--- config.mk ---
export PLATFORM = sky130hd
export DESIGN_NAME = utf8_byte_stream_decoder_unit
export DESIGN_NICKNAME = d
export VERILOG_FILES = /design/src/hw/rtl/utf8_pkg.sv /design/src/hw/rtl/utf8_byte_stream_decoder_unit.sv
export SDC_FILE = /design/constraint.sdc
export NUM_CORES = 1
export LEC_CHECK = 0
export BUFFER_PORTS_ARGS = -buffer_cell sky130_fd_sc_hd__buf_2
export CORE_ASPECT_RATIO = 1.5
export CORE_UTILIZATION = 60
export CTS_CLUSTER_SIZE = 12
export DETAILED_ROUTE_END_ITERATION = 7
export PLACE_DENSITY_LB_ADDON = 0.2
export RECOVER_POWER = 25
export SLEW_MARGIN = 30
export SYNTH_ARGS = -nofsm -noshare
export SYNTH_HDL_FRONTEND = slang
export SYNTH_SLANG_ARGS = --single-unit
--- constraint.sdc ---
create_clock -name clk_i -period 16.08 [get_ports clk_i]
set_input_delay 2.412 -clock clk_i [delete_from_list [all_inputs] [get_ports clk_i]]
set_output_delay 2.412 -clock clk_i [all_outputs]
set_load 0.05 [all_outputs]
--- src/hw/rtl/utf8_pkg.sv ---
// ----------------------------------------------------------------------------
// utf8_pkg
// Shared types, constants and the character assembly function for the
// UTF-8 / ANSI byte stream decoder.
// ----------------------------------------------------------------------------
package utf8_pkg;

  // Configuration register indexes
  localparam logic [1:0] CfgTextMode   = 2'd0;
  localparam logic [1:0] CfgWideChars  = 2'd1;
  localparam logic [1:0] CfgCountLines = 2'd2;

  localparam int unsigned CharW = 21;
  localparam int unsigned LineW = 32;

  localparam logic [CharW-1:0] QMark   = CharW'(63);
  localparam logic [7:0]       Newline = 8'h0A;

  typedef struct packed {
    logic [CharW-1:0] char_value;
    logic [2:0]       seq_bytes;
    logic             cut_short;
    logic [LineW-1:0] line_count;
  } res_t;

  // Build a character from its lead byte and collected payload by length
  function automatic logic [CharW-1:0] decode_char(input logic [7:0]  lead,
                                                   input logic [17:0] cont,
                                                   input logic [2:0]  n,
                                                   input logic        wide);
    logic [CharW-1:0] v;
    case (n)
      3'd2:    v = {10'd0, lead[4:0], cont[5:0]};
      3'd3:    v = {5'd0, lead[3:0], cont[11:0]};
      3'd4:    v = {lead[2:0], cont};
      default: v = {14'd0, lead[6:0]};
    endcase
    if (n > 3'd1 && !wide) begin
      v = QMark;
    end
    return v;
  endfunction

endpackage

--- src/hw/rtl/utf8_byte_stream_decoder_unit.sv ---
// ----------------------------------------------------------------------------
// utf8_byte_stream_decoder_unit
// Byte-serial UTF-8 / ANSI decoder: one byte per beat in, one character out
// when its sequence completes or the stream ends early.
// A completed result is registered into the output register, or into the skid
// entry while the output is stalled. Throughput: one byte per cycle while
// in_stall_o is low; a two-entry output buffer absorbs one stalled beat.
// Reset: sequence state, line counter and buffer cleared; wide_chars set,
// text_mode and count_lines cleared.
// ----------------------------------------------------------------------------
module utf8_byte_stream_decoder_unit
  import utf8_pkg::*;
(
  input  logic             clk_i,
  input  logic             rst_ni,
  // configuration
  input  logic             cfg_we_i,
  input  logic [1:0]       cfg_idx_i,
  input  logic             cfg_wdata_i,
  // byte input
  input  logic             in_valid_i,
  output logic             in_stall_o,
  input  logic [7:0]       data_byte_i,
  input  logic             stream_end_i,
  // character output
  output logic             out_valid_o,
  input  logic             out_stall_i,
  output logic [CharW-1:0] char_value_o,
  output logic [2:0]       seq_bytes_o,
  output logic             cut_short_o,
  output logic [LineW-1:0] line_count_o
);

  logic text_mode_q, wide_chars_q, count_lines_q;

  logic [7:0]       lead_q, lead_d;
  logic [17:0]      cont_q, cont_d;
  logic [1:0]       need_q, need_d;
  logic [2:0]       held_q, held_d;
  logic [LineW-1:0] line_q, line_d;

  logic  res_vld;
  res_t  res;
  logic  out_vld_q, skid_vld_q;
  res_t  out_q, skid_q;

  logic accept, out_free;
  logic [17:0] cont_shift;
  logic [2:0]  held_inc;
  logic [1:0]  lead_need;

  assign in_stall_o = skid_vld_q;
  assign accept     = in_valid_i && !skid_vld_q;
  assign out_free   = !out_vld_q || !out_stall_i;

  assign cont_shift = {cont_q[11:0], data_byte_i[5:0]};
  assign held_inc   = held_q + 3'd1;

  always_comb begin
    if (data_byte_i[7:4] == 4'hF) begin
      lead_need = 2'd3;
    end else if (data_byte_i[7:5] == 3'b111) begin
      lead_need = 2'd2;
    end else if (data_byte_i[7:6] == 2'b11) begin
      lead_need = 2'd1;
    end else begin
      lead_need = 2'd0;
    end
  end

  // Sequence state update and result assembly
  always_comb begin
    lead_d  = lead_q;
    cont_d  = cont_q;
    need_d  = need_q;
    held_d  = held_q;
    line_d  = line_q;
    res_vld = 1'b0;
    res     = '{char_value: decode_char(lead_q, cont_q, held_q, wide_chars_q),
                seq_bytes:  held_q,
                cut_short:  1'b0,
                line_count: line_q};
    if (accept) begin
      if (stream_end_i) begin
        if (held_q != 3'd0) begin
          res_vld       = 1'b1;
          res.cut_short = 1'b1;
          lead_d = '0;
          cont_d = '0;
          need_d = '0;
          held_d = '0;
        end
      end else if (need_q != 2'd0) begin
        if (need_q == 2'd1) begin
          res_vld        = 1'b1;
          res.char_value = decode_char(lead_q, cont_shift, held_inc, wide_chars_q);
          res.seq_bytes  = held_inc;
          lead_d = '0;
          cont_d = '0;
          need_d = '0;
          held_d = '0;
        end else begin
          cont_d = cont_shift;
          held_d = held_inc;
          need_d = need_q - 2'd1;
        end
      end else if (text_mode_q) begin
        res_vld        = 1'b1;
        res.char_value = data_byte_i[7] ? QMark : {14'd0, data_byte_i[6:0]};
        res.seq_bytes  = 3'd1;
      end else begin
        if (count_lines_q && data_byte_i == Newline) begin
          line_d = line_q + LineW'(1);
        end
        res.line_count = line_d;
        if (lead_need == 2'd0) begin
          // single-byte character, stray continuation bytes included
          res_vld        = 1'b1;
          res.char_value = {14'd0, data_byte_i[6:0]};
          res.seq_bytes  = 3'd1;
        end else begin
          lead_d = data_byte_i;
          cont_d = '0;
          held_d = 3'd1;
          need_d = lead_need;
        end
      end
    end
  end

  always_ff @(posedge clk_i or negedge rst_ni) begin
    if (!rst_ni) begin
      text_mode_q   <= 1'b0;
      wide_chars_q  <= 1'b1;
      count_lines_q <= 1'b0;
    end else if (cfg_we_i) begin
      case (cfg_idx_i)
        CfgTextMode:   text_mode_q   <= cfg_wdata_i;
        CfgWideChars:  wide_chars_q  <= cfg_wdata_i;
        CfgCountLines: count_lines_q <= cfg_wdata_i;
        default: ;
      endcase
    end
  end

  always_ff @(posedge clk_i or negedge rst_ni) begin
    if (!rst_ni) begin
      lead_q <= '0;
      cont_q <= '0;
      need_q <= '0;
      held_q <= '0;
      line_q <= '0;
    end else begin
      lead_q <= lead_d;
      cont_q <= cont_d;
      need_q <= need_d;
      held_q <= held_d;
      line_q <= line_d;
    end
  end

  // Output register plus skid entry
  always_ff @(posedge clk_i or negedge rst_ni) begin
    if (!rst_ni) begin
      out_vld_q  <= 1'b0;
      skid_vld_q <= 1'b0;
    end else if (skid_vld_q) begin
      if (out_free) begin
        out_vld_q  <= 1'b1;
        skid_vld_q <= 1'b0;
      end
    end else if (res_vld) begin
      if (out_free) begin
        out_vld_q <= 1'b1;
      end else begin
        skid_vld_q <= 1'b1;
      end
    end else if (out_free) begin
      out_vld_q <= 1'b0;
    end
  end

  always_ff @(posedge clk_i) begin
    if (skid_vld_q) begin
      if (out_free) begin
        out_q <= skid_q;
      end
    end else if (res_vld) begin
      if (out_free) begin
        out_q <= res;
      end else begin
        skid_q <= res;
      end
    end
  end

  assign out_valid_o  = out_vld_q;
  assign char_value_o = out_q.char_value;
  assign seq_bytes_o  = out_q.seq_bytes;
  assign cut_short_o  = out_q.cut_short;
  assign line_count_o = out_q.line_count;

endmodule

# --- After elaboration in Yosys (flattened, before gate mapping) ---
# Index checks and enable logic that the tools add are counted.
word_totals:
  register_bits: 181
  wordCells: 125
op_classes:
  n_addsub: 3
  n_lt_le_gt_ge: 2
  n_eq_ne: 17
  mux: 61
  n_bitwise: 2
  reduce_logical: 22
op_table:
  columns: ["cell", "n"]
  rows:
  - ["2-to-1 mux 57 bit", 5]
  - ["2-to-1 mux 32 bit", 4]
  - ["case mux 21 bit (3 select lines)", 2]
  - ["2-to-1 mux 24 bit", 5]
  - ["2-to-1 mux 18 bit", 6]
  - ["2-to-1 mux 7 bit", 7]
  - ["2-to-1 mux 21 bit", 2]
  - ["adder 32 x 1 -> 32 bit, second input constant", 1]
  - ["2-to-1 mux 3 bit", 6]
  - ["2-to-1 mux 1 bit", 16]
  - ["2-to-1 mux 2 bit", 8]
  - ["equality test 3 x 2 -> 1 bit, second input constant", 4]
  - ["equality test 3 bit, second input constant", 3]
  - ["equality test 8 x 4 -> 1 bit, second input constant", 1]
  - ["AND reduction 2 bit", 4]
  - ["> comparator 3 x 1 -> 1 bit, second input constant", 2]
  - ["!= test 3 x 2 -> 1 bit, second input constant", 2]
  - ["nonzero test 3 bit", 2]
  - ["AND reduction 5 bit", 1]
  - ["equality test 2 x 1 -> 1 bit, second input constant", 2]
  - ["equality test 2 bit, second input constant", 2]
  - ["equality test 4 bit, second input constant", 1]
  - ["logical AND 1 bit", 4]
  - ["zero test 1 bit", 4]
  - ["other kinds (10)", 13]

# --- Depth between registers and ports, before layout ---
logic_depth:
  depth_word: 13
  ltp_mapped: 9
  ltp_nobuf: 7

# --- Worst setup path after synthesis ---
# No wires, ideal clock.
synth_path:
  path_kind: "in2reg"
  from: "input port in_valid_i"
  to: "register skid_q[0] (netlist bit) (enable)"
  arrival_time_ps: 6761
  required_time_ps: 15538
  path_slack_ps: 8776
  cell_stages: 4
  path_buffers: 1
  path_cell_list: "nor2b_1 -> clkbuf_1 -> nand2_1 -> nor3_1"
synth_between:
  elab_chain_len: 3
synth_lines:
  columns: ["item", "line", "text"]
  rows:
  - ["start, declared", "utf8_byte_stream_decoder_unit.sv:21", "input logic in_valid_i,"]
  - ["logical AND 1 bit", "utf8_byte_stream_decoder_unit.sv:53", "assign accept = in_valid_i && !skid_vld_q;"]
  - ["2-to-1 mux 1 bit", "utf8_byte_stream_decoder_unit.sv:83", "if (accept) begin"]
  - ["AND reduction 3 bit (no source line)", null, null]
  - ["end signal, assigned", "utf8_byte_stream_decoder_unit.sv:192", "skid_q <= res;"]
  - ["end, declared", "utf8_byte_stream_decoder_unit.sv:45", "res_t out_q, skid_q;"]
# No other way between the ends.
# A chain may end at the register's enable or synchronous reset.

==> flow_summary.toml <==
[synth]
synth-async-reset-ratio = 0.3702
synth_edf_count = 114
ys.flop_type = "edfxtp_1"
syn-cell-area_sq_um = 8412
avgSynthCellArea_sq_um = 11.90
ys_seq_elements = 181
syn_inst = 707
synthDistinctLibCells = 61
ys_seq_area_frac = 0.6064
yosysWarnings = 0
synth_nets = 733

[sta]
grt_setup_unrepaired = "false"
fin_crit_ns = 5.465
setup_viol = 0
slew_viol_final = 68
fin_ws_ns = 10.61
fin_skew_ns = 0.01777
fin_crit_sh = 0.3399
fin_hold_ws_ns = 0.4844
fmax_ghz = 0.1830
timing.setup.tns_ns = 0
hold_violations = 0
slew_headroom = -1.477
worst_pin_slew_ns = 3.715

[cells_and_area]
final_layout_size_suffix_gt1_frac = 0.1793
area_delta_synth_final_pct = 11.84
register_area_sq_um = 5101
layout.cells.non_filler = 943
multi_input_area_sq_um = 3110
nFillCells = 993
fin_nets = 794
antenna_cells = 0

[global_route]
gr-total-overflow = 0
grt_usage = 0.2748
grt_pass1_vias = 5865
grt_first_pass_wirelength_um = 30570
grt_max_degree = 68
antenna_found_initial = 0

[run_status]
violations = "max-capacitance violations, max-slew violations"
outcome = "finished, violations left"

[power]
total_power_w = 0.001646
power.density_cell_area_nw_per_um2 = 174.9
vdd.ir_drop.worst_uv = 104.9
p_leak_nw = 3.688

[placed_design]
place_inst = 911
detailedPlace.worstSlack_ns = 11.02
place_hpwl_um = 13200
place_congestion = 0.9939
placement.io_buffers = 75

[floorplan]
ios = 76
fp.coreArea_sq_um = 13600
initial_core_util = 0.6186
die_h_um = 147.0
rows = 52
die_w_um = 98.68
die-area_sq_um = 14510

[drt]
drtPass1Iterations = 5
viasPerCell = 6.391
drt-initial-drc-count = 382
ant_nets = 0
dr_total_vias = 6027
post-route-drc-count = 0
detail_route.wl_per_cell_um = 20.49
drt_wl_total_um = 19320

[clocking]
postCtsHoldBufs = 0
cts_sinks = 181
clkLatencyLatePin_ns = 0.43
clockBufferDepth = 2
post-cts-setup-buffer-count = 0
cts_tree = "built"
h-tree-depth = 4
cts_resized = 0
clockRootBuffer = "clkbuf_16"
cts_buffers = 17
clk_pin_slew_worst_paths_ns = 0.07

[flow_run]
drv_cap = 1

[critical_path]
crit_start = "rst_ni"
r2r-start = "held_q[0]$_DFFE_PN0P_"
cp_slowest_cell = "clkbuf_1"
cp.required_ns = 15.75
crit_fanout = 67
cp.buffers_inverters = 2
cp_data_arrival_time_ns = 5.13
endpoint_kind = "asynchronous set/reset pin"
crit_type = "primary input to asynchronous set/reset pin"
path_cells = "buf_2, clkbuf_1"
start_kind = "primary input"
critPathTopFamily = "buffers and inverters"
max_stage_delay_ns = 2.59

[min_path]
worst_hold_startpoint = "cont_q[16]$_DFFE_PN0P_"
hp-class = "register to register"
## cell usage in the layout (no fill, tap or decap), types with 6 or more instances in the layout
| cell | n |
|---|---|
| edfxtp_1 | 114 |
| nand2_1 | 97 |
| dfrtp_1 | 66 |
| o21ai_0 | 61 |
| mux2_2 | 43 |
| buf_2 | 42 |
| clkbuf_1 | 34 |
| nand3_1 | 27 |
| nor2_1 | 18 |
| clkbuf_16 | 17 |
| a22oi_1 | 16 |
| xor2_1 | 16 |
| inv_1 | 13 |
| nor4_1 | 13 |
| a32oi_1 | 12 |
| nor3_1 | 11 |
| nor2b_1 | 11 |
| or3_1 | 11 |
| o22ai_1 | 11 |
| nand4_1 | 10 |
| a31oi_1 | 9 |
| xnor2_1 | 9 |
| ha_1 | 9 |
| a21oi_1 | 6 |
## per-stage QoR
stage	area [sq um]	utilization
2_1_floorplan	8412	-
3_3_place_gp	8887	0.6536
3_5_place_dp	8887	0.6536
4_1_cts	9453	0.6952
5_1_grt	9408	0.6918
6_report	9408	0.6918
## report_power, final
group          internal (W)  leakage, nW  switching, W  total, W
logic              0.000146         1.43      0.000429  0.000574
clock network      0.000205        0.274      0.000188  0.000393
registers          0.000615         1.98     0.0000633  0.000678
total              0.000966         3.69      0.000680   0.00165
## layer usage
| layer | GRT usage | wire length, um | vias up |
|---|---|---|---|
| met4 | 0.1201 | 631 | 0 |
| met2 | 0.4806 | 10010 | 234 |
| li1 | - | - | 2793 |
| met5 | 0 | 0 | - |
| met3 | 0.04567 | 895 | 58 |
| met1 | 0.3348 | 7786 | 2942 |
## flip-flops by register name, summed over array words and instances (netlist names), 2 cells and up
signal,flops
skid_q,57
lead_q,7
seq_bytes_o,3
line_count_o,32
need_q,2
held_q,3
cont_q,18
char_value_o,21
line_q,32
## worst paths after layout
kind                       slack [ns]  cells past startpoint                    endpoint
max                             10.61                      2      line_q[22]$_DFFE_PN0P_
min                              0.48                      2      cont_q[16]$_DFFE_PN0P_
max reg2reg                     12.43                      7  char_value_o[14]$_DFFE_PP_
min reg2reg                      0.48                      2      cont_q[16]$_DFFE_PN0P_
max in group clk_i              11.34                      6        skid_q[23]$_DFFE_PP_
min in group asynchronous        3.36                      2      cont_q[12]$_DFFE_PN0P_
## cell families (layout without fill, tap and decap cells)
kind of cell,after synthesis,after routing,share of synthesized area
mux,44,44,0.05875
compound gates,157,157,0.1241
fa+ha+maj,9,9,0.01339
xor+xnor,25,25,0.02603
flops,181,181,0.6064
simple gates,238,238,0.1456
buf+inv,53,127,0.02573
## Yosys cell counts (10+ instances only)
cell type  instances  area [sq um]
o21ai_0           61         305.3
clkbuf_1          33         123.9
edfxtp_1         114          3423
nor2b_1           11         68.82
inv_1             13         48.80
nor4_1            13         81.33
xor2_1            16         140.1
nor2_1            18         67.56
nand4_1           10         62.56
a32oi_1           12         105.1
nand2_1           97         364.1
nor3_1            12         60.06
nand3_1           27         135.1
mux2_2            43         484.2
o22ai_1           11         68.82
a22oi_1           16         120.1
dfrtp_1           66          1652
or3_1             11         68.82
## final cells by class
type,instances,share of cell area
sequential,181,0.5422
multi-input combinational,473,0.3306
clock buffer,17,0.04522
timing repair buffer,81,0.03990
tap,162,0.02155
clock inverter,15,0.01490
inverter,14,0.005586
Power figures use the tool's default switching activity.
